### config.mk
export PLATFORM = sky130hd
export DESIGN_NAME = mvpm_ctrl
export DESIGN_NICKNAME = d
export VERILOG_FILES = /design/src/rtl/mvpm_pkg.sv /design/src/rtl/mvpm_ctrl.sv
export SDC_FILE = /design/constraint.sdc
export NUM_CORES = 1
export LEC_CHECK = 0
export BUFFER_PORTS_ARGS = -buffer_cell sky130_fd_sc_hd__buf_2
export CAP_MARGIN = 20
export CORE_ASPECT_RATIO = 0.8
export CORE_UTILIZATION = 41
export DETAILED_ROUTE_END_ITERATION = 10
export PLACE_DENSITY = 0.73
export SYNTH_ARGS = -nofsm -noshare
export SYNTH_HDL_FRONTEND = slang
export SYNTH_SLANG_ARGS = --single-unit
### constraint.sdc
create_clock -name clk -period 1.3 [get_ports clk]
set_input_delay 0 -clock clk [delete_from_list [all_inputs] [get_ports clk]]
set_output_delay 0 -clock clk [all_outputs]
set_load 0.01 [all_outputs]
### src/rtl/mvpm_pkg.sv
// shared types and constants of the multi-voice pcm mixer
package mvpm_pkg;

	localparam int VOICES_DEF = 32;
	localparam int MAX_SAMPLES_DEF = 4096;

	// command codes
	typedef enum logic [1:0] {
		CMD_TICK = 2'd0,
		CMD_LOAD = 2'd1,
		CMD_STOP = 2'd2,
		CMD_NONE = 2'd3
	} cmd_t;

	// configuration register indexes
	localparam logic REG_FORMAT = 1'b0;
	localparam logic REG_ENABLE = 1'b1;

	localparam logic [15:0] GAIN_ONE = 16'h8000;

	// controller states
	typedef enum logic [3:0] {
		ST_IDLE,
		ST_LOAD_FIND,
		ST_LOAD_WRITE,
		ST_MIX_READ,
		ST_MIX_MUL,
		ST_MIX_ACC,
		ST_LOOP_READ,
		ST_LOOP_MUL,
		ST_LOOP_ACC,
		ST_FMT_MUL,
		ST_FMT_OUT,
		ST_OUT_WAIT
	} state_t;

	// commands from controller to datapath
	typedef struct packed {
		logic in_take;
		logic load_first;
		logic load_write;
		logic loop_halt;
		logic mix_clear;
		logic mix_read;
		logic mix_mul;
		logic mix_acc;
		logic loop_read;
		logic loop_mul;
		logic loop_acc;
		logic fmt_mul;
		logic fmt_out;
	} ctl_t;

	// status from datapath to controller
	typedef struct packed {
		logic load_busy;
		logic voice_last;
	} sts_t;

endpackage

### src/rtl/mvpm_ctrl.sv
// sequencing state machine of the mixer
module mvpm_ctrl #(
	parameter int VOICES = mvpm_pkg::VOICES_DEF,
	localparam int VW = (VOICES > 1) ? $clog2(VOICES) : 1
) (
	input  logic               clk,
	input  logic               arst_n,
	input  logic               in_valid,
	input  logic [1:0]         in_cmd,
	input  logic               enabled,
	output logic               in_ready,
	output logic               out_valid,
	input  logic               out_ready,
	input  mvpm_pkg::sts_t     sts,
	output mvpm_pkg::ctl_t     ctl,
	output logic [VW-1:0]      voice
);

	mvpm_pkg::state_t state_q, state_d;
	logic [VW-1:0] voice_q, voice_d;
	logic out_valid_q, out_valid_d;
	logic take;

	assign take = in_valid && in_ready;
	assign voice = voice_q;
	assign out_valid = out_valid_q;

	// state register
	always_ff @(posedge clk or negedge arst_n) begin
		if (!arst_n) begin
			state_q <= mvpm_pkg::ST_IDLE;
			voice_q <= '0;
			out_valid_q <= 1'b0;
		end else begin
			state_q <= state_d;
			voice_q <= voice_d;
			out_valid_q <= out_valid_d;
		end
	end

	// next state
	always_comb begin
		state_d = state_q;
		voice_d = voice_q;
		out_valid_d = out_valid_q;
		if (out_valid_q && out_ready) out_valid_d = 1'b0;
		unique case (state_q)
			mvpm_pkg::ST_IDLE: begin
				voice_d = '0;
				if (take) begin
					if (in_cmd == mvpm_pkg::CMD_TICK) state_d = mvpm_pkg::ST_MIX_READ;
					else if (in_cmd == mvpm_pkg::CMD_LOAD && enabled)
						state_d = sts.load_busy ? mvpm_pkg::ST_LOAD_WRITE
							: mvpm_pkg::ST_LOAD_FIND;
				end
			end
			mvpm_pkg::ST_LOAD_FIND: state_d = mvpm_pkg::ST_LOAD_WRITE;
			mvpm_pkg::ST_LOAD_WRITE: state_d = mvpm_pkg::ST_IDLE;
			mvpm_pkg::ST_MIX_READ: state_d = mvpm_pkg::ST_MIX_MUL;
			mvpm_pkg::ST_MIX_MUL: state_d = mvpm_pkg::ST_MIX_ACC;
			mvpm_pkg::ST_MIX_ACC: begin
				if (sts.voice_last) state_d = mvpm_pkg::ST_LOOP_READ;
				else begin
					voice_d = voice_q + 1'b1;
					state_d = mvpm_pkg::ST_MIX_READ;
				end
			end
			mvpm_pkg::ST_LOOP_READ: state_d = mvpm_pkg::ST_LOOP_MUL;
			mvpm_pkg::ST_LOOP_MUL: state_d = mvpm_pkg::ST_LOOP_ACC;
			mvpm_pkg::ST_LOOP_ACC: state_d = mvpm_pkg::ST_FMT_MUL;
			mvpm_pkg::ST_FMT_MUL: state_d = mvpm_pkg::ST_OUT_WAIT;
			// hold until the previous result has left the output register
			mvpm_pkg::ST_OUT_WAIT: begin
				if (!out_valid_q || out_ready) state_d = mvpm_pkg::ST_FMT_OUT;
			end
			mvpm_pkg::ST_FMT_OUT: begin
				out_valid_d = 1'b1;
				state_d = mvpm_pkg::ST_IDLE;
			end
			default: state_d = mvpm_pkg::ST_IDLE;
		endcase
	end

	// outputs
	always_comb begin
		ctl = '0;
		in_ready = (state_q == mvpm_pkg::ST_IDLE);
		unique case (state_q)
			mvpm_pkg::ST_IDLE: begin
				ctl.in_take = take;
				ctl.mix_clear = take && in_cmd == mvpm_pkg::CMD_TICK;
				ctl.loop_halt = take && in_cmd == mvpm_pkg::CMD_STOP && enabled;
			end
			mvpm_pkg::ST_LOAD_FIND: ctl.load_first = 1'b1;
			mvpm_pkg::ST_LOAD_WRITE: ctl.load_write = 1'b1;
			mvpm_pkg::ST_MIX_READ: ctl.mix_read = 1'b1;
			mvpm_pkg::ST_MIX_MUL: ctl.mix_mul = 1'b1;
			mvpm_pkg::ST_MIX_ACC: ctl.mix_acc = 1'b1;
			mvpm_pkg::ST_LOOP_READ: ctl.loop_read = 1'b1;
			mvpm_pkg::ST_LOOP_MUL: ctl.loop_mul = 1'b1;
			mvpm_pkg::ST_LOOP_ACC: ctl.loop_acc = 1'b1;
			mvpm_pkg::ST_FMT_MUL: ctl.fmt_mul = 1'b1;
			mvpm_pkg::ST_FMT_OUT: ctl.fmt_out = 1'b1;
			mvpm_pkg::ST_OUT_WAIT: ;
			default: ;
		endcase
	end

endmodule

=== After elaboration in Yosys (flattened, before gate mapping) ===
Index checks and enable logic that the tools add are counted.

* Add/sub/neg operators: 1
* $mul: 0
* Div/mod/pow operators: 0
* $lt $le $gt $ge: 0
* Eq/ne operators: 17
* Shift operators: 0
* Multiplexer cells: 23
* Bitwise gates (word level): 0
* Reductions and logical operators: 14

{| class="wikitable"
|+ Operators with widths
! operator !! number
|-
| one-hot mux 4 bit (10 select lines) || 1
|-
| == test 4 x 3 -> 1 bit (second input constant) || 4
|-
| == test 4 bit (second input constant) || 4
|-
| 2-to-1 mux 4 bit || 4
|-
| 2-to-1 mux 1 bit || 13
|-
| one-hot mux 5 bit (2 select lines) || 1
|-
| == test 4 x 2 -> 1 bit (second input constant) || 2
|-
| logical AND 1 bit || 6
|-
| adder 5 x 1 -> 5 bit (second input constant) || 1
|-
| 2-to-1 mux 5 bit || 1
|-
| == test 4 x 1 -> 1 bit (second input constant) || 1
|-
| zero test 4 bit || 1
|-
| 2-to-1 mux 2 bit || 2
|-
| != test 2 bit (second input constant) || 2
|-
| nonzero test 2 bit || 2
|-
| 2-to-1 mux 3 bit || 1
|-
| != test 3 x 1 -> 1 bit (second input constant) || 1
|-
| AND reduction 3 bit || 1
|-
| == test 2 x 1 -> 1 bit (second input constant) || 1
|-
| == test 2 bit (second input constant) || 1
|-
| zero test 2 bit || 1
|-
| != test 2 x 1 -> 1 bit (second input constant) || 1
|-
| AND reduction 2 bit || 1
|-
| zero test 1 bit || 1
|-
| logical OR 1 bit || 1
|}

* Bits in registers: 10
* Latch bits: 0
* Memory bits (writable): 0
* Memory bits (read-only): 0
* Input bits: 9
* Output and inout port bits: 20
* Word-level logic and storage cells: 58
* Memories kept: 0

=== Logic depth before layout (Yosys ltp) ===
Gate-level depths: netlist of the first run.

* Word-level depth: 6
* Depth in mapped cells: 5
* Gate-level depth less buffers: 4

=== Worst setup path before layout of the first run ===
OpenSTA, ideal clock, no wires.

* Path kind: register -> output
* Start: register state_q[0]
* End: output ctl[9] in the netlist's numbering
* Data arrival time: 1.357 ns
* Required time: 1.300 ns
* Setup slack: -0.057 ns
* Stages on the path, launching flop included: 5
* Path through: dfrtp_1 or4_4 inv_2 nand2_2 nor3_2

{| class="wikitable"
|+ RTL lines
! what !! line !! text
|-
| start: declaration || mvpm_ctrl.sv:19 || <nowiki>mvpm_pkg::state_t state_q, state_d;</nowiki>
|-
| start signal: assignment || mvpm_ctrl.sv:31 || <nowiki>state_q <= mvpm_pkg::ST_IDLE;</nowiki>
|-
| start signal: assignment || mvpm_ctrl.sv:35 || <nowiki>state_q <= state_d;</nowiki>
|-
| end: declaration || mvpm_ctrl.sv:15 || <nowiki>output mvpm_pkg::ctl_t ctl,</nowiki>
|}

==> results, run 1 <==
- The flow ran to the end, but the final reports show violations.
- The final reports fail on negative setup slack.
- The post-placement setup slack is -0.0944 ns.
- The count of port buffers added during placement is 28.
- Setup violations remaining at the end of the flow were counted as 23.
- Counting flops and latches in the post-synthesis netlist gives 10.
- After clock tree synthesis, the clock-pin slew on the worst setup and hold paths is 0.08 ns.
- The number of H-tree branching levels is 1.
- Dividing the final minimum period by the clock period gives 1.25.
- The completed layout was analyzed and its total power is 0.00269 W.
- Entering global routing, the biggest net connects 12 pins.
- TritonCTS built the clock tree.
- Setup repair after global routing could not meet its margin everywhere.
- After legalization and detailed placement, the total HPWL measured 1220 µm.
- The number of top-level pins is 29.
- The delay of the slowest critical-path stage is 0.56 ns.
- The max-slew violation total from the final report came to 0.
- CTS placed an instance of sky130_fd_sc_hd__clkbuf_4 at the clock tree root.
- Measured along the y axis, the die boundary spans 38.3 µm.
- Clock tree synthesis inserted a total of 3 buffers.
- The total global-route track usage is 0.270.
- The relative slew slack is 0.758.
- The deepest clock path buffer count is 2.
- By area the synthesized netlist is led by sky130_fd_sc_hd__dfrtp_1, sky130_fd_sc_hd__nor2_1, sky130_fd_sc_hd__nor3_2.
- The final design utilization is 0.860.
- The detailed-route wire length is 2390 µm.
- Summed over all instances, the cell type with the most area after synthesis is sky130_fd_sc_hd__dfrtp_1.
- At the end of routability-driven placement, the weighted congestion stood at 0.803.
- Across all setup checks in the final design, the least slack found is -0.323 ns.
- The critical path is of the flop to output pin type.
- The endpoint required time on the critical path is 1.30 ns.
- Yosys printed 0 warnings.
- The via count of the routed design is 827.
- The gate family responsible for the most delay along the worst path is simple AND/OR/NAND/NOR gates.
- The number of antenna diodes in the final layout is 0.
- The mean instance size in the synthesized netlist is 8.43 µm².
- STA classifies the critical path startpoint as a flop.
- After technology mapping, the gate count stands at 80.
- The reported leakage power is 0.632 nW.
- STA classifies the critical path endpoint as an output pin.
- The actual transition at the worst max-transition pin is 0.363 ns.
- In the final layout, the share of cells above drive strength 1 is 0.615.
- The worst-case IR drop observed on VDD is 0.00143 V.
- The clock drives 10 sinks.
- The minimum clock period after layout is 1.62 ns.
- In this run, synthesis inferred 0 flip-flops with an integrated enable.
- Measured along the x axis, the die boundary spans 47.3 µm.
- The via count of the first global-routing pass came to 719.
- Power spread over the standard cell area amounts to 2150 nW/µm².
- The synthesized netlist occupies a cell area of 674 µm².
- The fraction of post-synthesis cell area in the top cell type by area is 0.371.
- For this run, design rule violations remaining after detail routing come to 0.
- The post-route cell area is 1250 µm².
- Max-cap violations in this run came to 0.
- The most instantiated flip-flop cell in the synthesis netlist is sky130_fd_sc_hd__dfrtp_1.
- The share of the Yosys chip area taken by registers is 0.371.
- The wire length of the first global-routing pass is 3190 µm.
- The worst path arrival time is 1.62 ns.
- At the end of the flow, the number of nets in the layout was 141.
- The total area inside the core boundary comes to 1460 µm².
- The first-pass iteration count of the detailed router is 5.
- Walking the worst path, the cells encountered are or4_4, inv_4, nand2_4, nor3_2, buf_2.
- The tightest hold path in the finished design has a slack of 0.114 ns.
- The remaining antenna violation count is 0.
- After synthesis, the most frequently instantiated cells are sky130_fd_sc_hd__dfrtp_1, sky130_fd_sc_hd__nor2_1, sky130_fd_sc_hd__nand2_1.
- The final hold violation count came to 0.
- After global routing the overflow that remains totals 0.
- The starting density of the core is 0.463.
- The DRC violation total after the first TritonRoute iteration is 15.
- The path class of the tightest hold or removal check is input pin to asynchronous set/reset pin.
- The master of the slowest instance on the critical path is sky130_fd_sc_hd__or4_4.
- From synthesis to final layout, the design area changed by 85.7%.
- The number of different library cells used by synthesis comes to 31.
- Once placement finished, the instance area stood at 921 µm².
- The number of buffers and inverters on the critical path is 2.
- In the synthesized netlist the async set-or-reset flop fraction comes to 1.00.
- The maximum fanout count along the critical path is 3.
- The floorplan row count is 12.
- The overall die area is 1810 µm².
- For the final database, setup skew stands at 0.00573 ns.
- The via density per instance is 5.48.
- The routed length per placed instance is 15.8 µm.
- The clock reaches the later pin of the worst-skew pair after 0.27 ns.
- The initial antenna violation count is 0.
- Static timing analysis puts the maximum clock frequency at 616 MHz.
- The number of nets handed over by synthesis was 90.
[metal layers]
metal,global-route usage,wire length (µm),vias up
li1,-,-,384
met1,0.303,979,388
met2,0.466,1170,42
met3,0.0425,113,13
met4,0.171,129,0
met5,0,0,-
[path summary, 6_finish.rpt]
kind	from	to	slack (ns)	cells after the start
setup / recovery	state_q[3]$_DFFE_PN0P_	ctl[8]	-0.32	5
hold / removal	arst_n	voice[1]$_DFFE_PN0P_	0.11	2
setup reg to reg	state_q[1]$_DFFE_PN0P_	state_q[0]$_DFFE_PN0P_	-0.27	7
hold reg to reg	voice[4]$_DFFE_PN0P_	voice[4]$_DFFE_PN0P_	0.51	1
max in group asynchronous	arst_n	state_q[0]$_DFFE_PN0P_	0.96	2
min in group clk	sts[0]	state_q[2]$_DFFE_PN0P_	0.11	3
[sequential cells by signal (all words and copies together), names as in the netlist]
name / cells
voice: 5
state_q: 4
out_valid: 1
[area by class of cell]
type	instances	area, µm²
timing repair buffer	52	397
sequential	10	251
clock buffer	4	36.3
fill	84	204
multi-input combinational	61	528
tap	21	26.3
inverter	3	13.8
[where the power goes]
| group | switching, W | internal [W] |
|---|---|---|
| Combinational | 0.000951 | 0.000982 |
| Sequential | 0.0000780 | 0.000382 |
| Clock | 0.000123 | 0.000170 |
| Total | 0.00115 | 0.00153 |
[layout by cell type, fill, tap and decap left out, drive strengths merged]
cell type / instances
a21o: 1
a21oi: 3
a222oi: 1
a311oi: 1
a32oi: 1
buf: 50
clkbuf: 4
dfrtp: 10
dlygate4sd3: 2
ha: 1
inv: 3
mux2i: 2
nand2: 9
nand2b: 5
nand3: 2
nand3b: 2
nor2: 10
nor2b: 2
nor3: 8
nor3b: 1
nor4: 1
nor4b: 1
o21ai: 4
o21bai: 2
o22ai: 1
or4: 1
xnor2: 2
[what timing repair did]
| action | in CTS | in global routing |
|---|---|---|
| pin swaps | 6 | 13 |
| hold buffers | 2 | 0 |
| buffers inserted | 5 | 3 |
| hold endpoints to repair | 11 | 0 |
| setup endpoints to repair | 19 | 22 |
| resized for setup | 27 | 15 |
| gates cloned | 1 | 0 |
[cells by family (layout without fill, tap and decap cells)]
kind of cell | count (synthesis) | after routing | share of synthesized area
fa+ha+maj | 1 | 1 | 0.0185
simple gates | 42 | 42 | 0.356
buf+inv | 9 | 59 | 0.0631
flops | 10 | 10 | 0.371
xor+xnor | 2 | 2 | 0.0260
compound gates | 14 | 14 | 0.135
mux | 2 | 2 | 0.0297
[through the flow]
step	TNS (ns)	cells
floorplan	-0.00270	80
global placement	-0.257	136
detailed placement	-0.499	136
CTS	-2.51	148
global route	-4.98	151
finish	-3.89	151
Note: power is estimated with default switching activity, not from simulation.
==> run 2, diff against run 1 <==
CORE_ASPECT_RATIO = unset   (was 0.8)
==> run 2 against run 1 <==
  * Wire length decreased by 0.67%
  * Global-route usage decreased by 1.9 points
  * Highest routed layer unchanged
  * Clock skew decreased by 0.0047 ns
  * First-iteration DRC count increased by 6.7%
  * Utilization decreased by 2.6 points
  * Sequential power decreased by 4%
  * Via count increased by 1.6%
  * The flow still finishes with violations (negative setup slack)
  * Largest power group unchanged
  * Worst setup slack improved by 0.028 ns
  * Worst hold slack improved by 0.0085 ns
  * Die area about the same
  * Final cell count increased by 1.3%
  * Clock power decreased by 25%
==> results, run 2 (same netlist as run 1, synthesis figures left out) <==
- The number of H-tree branching levels is 1 (unchanged).
- The actual transition at the worst max-transition pin is 0.315 ns (-0.0475 ns).
- The total DRC errors in the routed layout was 0 (unchanged).
- The minimum clock period after layout is 1.59 ns (-0.0284 ns).
- The DRC violation total after the first TritonRoute iteration is 16 (+1).
- The maximum clock skew at final layout is 0.00101 ns (-0.00472 ns).
- The worst reg2reg path depth is 7 (unchanged).
- The first-pass iteration count of the detailed router is 4 (-1).
- Setup repair after global routing could not meet its margin everywhere.
- The initial antenna violation count came to 0 (unchanged).
- The worst setup path is launched from a flop.
- The via density per instance is 5.49 (+0.24%).
- The number of clock sinks seen by CTS came to 10 (unchanged).
- The checks that failed: negative setup slack.
- The final design utilization is 0.834 (-0.0258).
- The flow ran to the end, but the final reports show violations.
- The total number of nets in the final design is 149 (+5.7%).
- The number of buffers created by CTS is 3 (unchanged).
- The placed cell area is 907 µm² (-1.5%).
- Compared with the post-synthesis result, the final layout area differs by 88.5%.
- The number of flip-flops under the largest register name is 5 (unchanged).
- TritonCTS built the clock tree.
- The vertical extent of the die is 42.6 µm (+11%).
- The maximum number of pins on one net before global-route repair is 12 (unchanged).
- The worst-skew pair later-pin latency is 0.27 ns (about the same).
- The routed length per placed instance is 15.5 µm (-2.0%).
- The maximum clock frequency came to 627 MHz (+1.8%).
- The via count of the routed design came to 840 (+1.6%).
- The starting density of the core is 0.443 (-0.0205).
- The area of the core is 1520 µm² (+4.6%).
- The most frequent standard cell in the layout excluding fill and tap cells is sky130_fd_sc_hd__buf_2.
- The maximum fanout count along the critical path came to 6 (+3).
- In the layout the commonest cells are sky130_fd_sc_hd__buf_2, sky130_fd_sc_hd__buf_4, sky130_fd_sc_hd__buf_6.
- The overall die area is 1810 µm² (about the same).
- The floorplan row count came to 14 (+2).
- The remaining antenna violation count is 0 (unchanged).
- The fill cell instance count of the final layout is 94 (+12%).
- The total global-route track usage is 0.250 (-0.0191).
- The post-route cell area was 1270 µm² (+1.5%).
- The max-slew violation total from the final report is 0 (unchanged).
- The reported leakage power is 0.640 nW (+1.3%).
- The aggregate global routing overflow came to 0 (unchanged).
- The wire length of the first global-routing pass is 3420 µm (+6.9%).
- The tightest min-delay check is of the input pin to asynchronous set/reset pin type.
- The deepest clock path buffer count is 2 (unchanged).
- The count of port buffers added during placement was 28 (unchanged).
- In this run the clock root is driven by a sky130_fd_sc_hd__clkbuf_4.
- The power density relative to cell area is 2140 nW/µm² (-0.15%).
- The critical path is of the flop to output pin type.
- The via count of the first global-routing pass is 765 (+6.4%).
- The detailed placer's ending HPWL is 1320 µm (+8.1%).
- The endpoint kind of the worst setup timing path is an output pin.
- The relative slew slack was 0.789 (+0.0312).
- The largest voltage drop on the vdd net is 0.00168 V (+18%).
- The detailed-route wire length is 2380 µm (-0.67%).
- The routability-driven placement congestion ratio came to 0.807 (+0.55%).
- The final hold violation count is 0 (unchanged).
- The clock transition at the registers of the reported paths is 0.06 ns (-0.02 ns).
- The post-route clock period utilization is 1.23 (-0.0218).
- The die width is 42.6 µm (-10%).
- The endpoint required time on the critical path is 1.30 ns (about the same).
- The share of layout cells above drive strength 1 came to 0.620 (+0.00505).
- The worst path arrival time is 1.59 ns (-0.03 ns).
- The number of setup violations in the final report is 23 (unchanged).
- The number of top-level pins came to 29 (unchanged).
- The final setup slack of the worst path is -0.295 ns (+0.0284 ns).
- The diode insertion count for antenna repair is 0 (unchanged).
- The reported max-cap violation count came to 0 (unchanged).
[run 2: worst max-delay path, stage by stage, from the launching register on]
cell and delay (ns):
sky130_fd_sc_hd__dfrtp_1 0.41, sky130_fd_sc_hd__buf_4 0.14, sky130_fd_sc_hd__buf_6 0.11, sky130_fd_sc_hd__buf_8 0.13
sky130_fd_sc_hd__nand2b_4 0.15, sky130_fd_sc_hd__buf_8 0.14, sky130_fd_sc_hd__nor3_4 0.09, sky130_fd_sc_hd__buf_2 0.14
[run 2: timing repair]
item / 4_1_cts / 5_1_grt
endpoints found under the hold margin: 11 / 0
gates resized for setup: 21 / 21
hold buffers: 2 / 0
buffers inserted: 6 / 13
pin swaps: 7 / 11
setup endpoints to repair: 19 / 20
[run 2: final timing paths]
kind | slack, ns | to | start
hold reg to reg | 0.48 | voice[4]$_DFFE_PN0P_ | voice[4]$_DFFE_PN0P_
setup / recovery | -0.29 | ctl[2] | state_q[2]$_DFFE_PN0P_
setup reg to reg | -0.26 | state_q[0]$_DFFE_PN0P_ | state_q[2]$_DFFE_PN0P_
hold / removal | 0.12 | voice[4]$_DFFE_PN0P_ | arst_n
max in group asynchronous | 0.98 | state_q[3]$_DFFE_PN0P_ | arst_n
min in group clk | 0.18 | state_q[2]$_DFFE_PN0P_ | sts[0]
[run 2: layer usage]
metal | global-route usage | part of all wire
met1 | 0.302 | 0.39
met2 | 0.452 | 0.55
met3 | 0.0129 | 0.034
met4 | 0.113 | 0.029
met5 | 0 | 0
[run 2: where the power goes]
part / switching (W) / internal [W]
sequential: 0.0000601 / 0.000380
combinational: 0.000969 / 0.00109
clock: 0.000112 / 0.000107
[run 2: metrics by stage]
step | power [W] | TNS, ns | worst slack [ns] | hold WS [ns] | cells
6_report | 0.00272 | -4.40 | -0.295 | 0.122 | 153
5_1_grt | 0.00288 | -5.50 | -0.374 | 0.126 | 153
4_1_cts | 0.00221 | -2.39 | -0.275 | 0.106 | 141
3_5_place_dp | 0.00158 | -0.329 | -0.0813 | -0.121 | 130
3_3_place_gp | 0.00154 | -0.110 | -0.0472 | -0.127 | 130
2_1_floorplan | 0.00111 | -0.00270 | -0.00270 | -0.296 | 80
[run 2: layout make-up]
type | instances | area (µm²) | area share
clock buffer | 3 | 22.5 | 0.0177
tap | 16 | 20.0 | 0.0157
inverter | 3 | 13.8 | 0.0108
timing repair buffer | 60 | 454 | 0.357
sequential | 10 | 250 | 0.197
multi-input combinational | 61 | 510 | 0.402
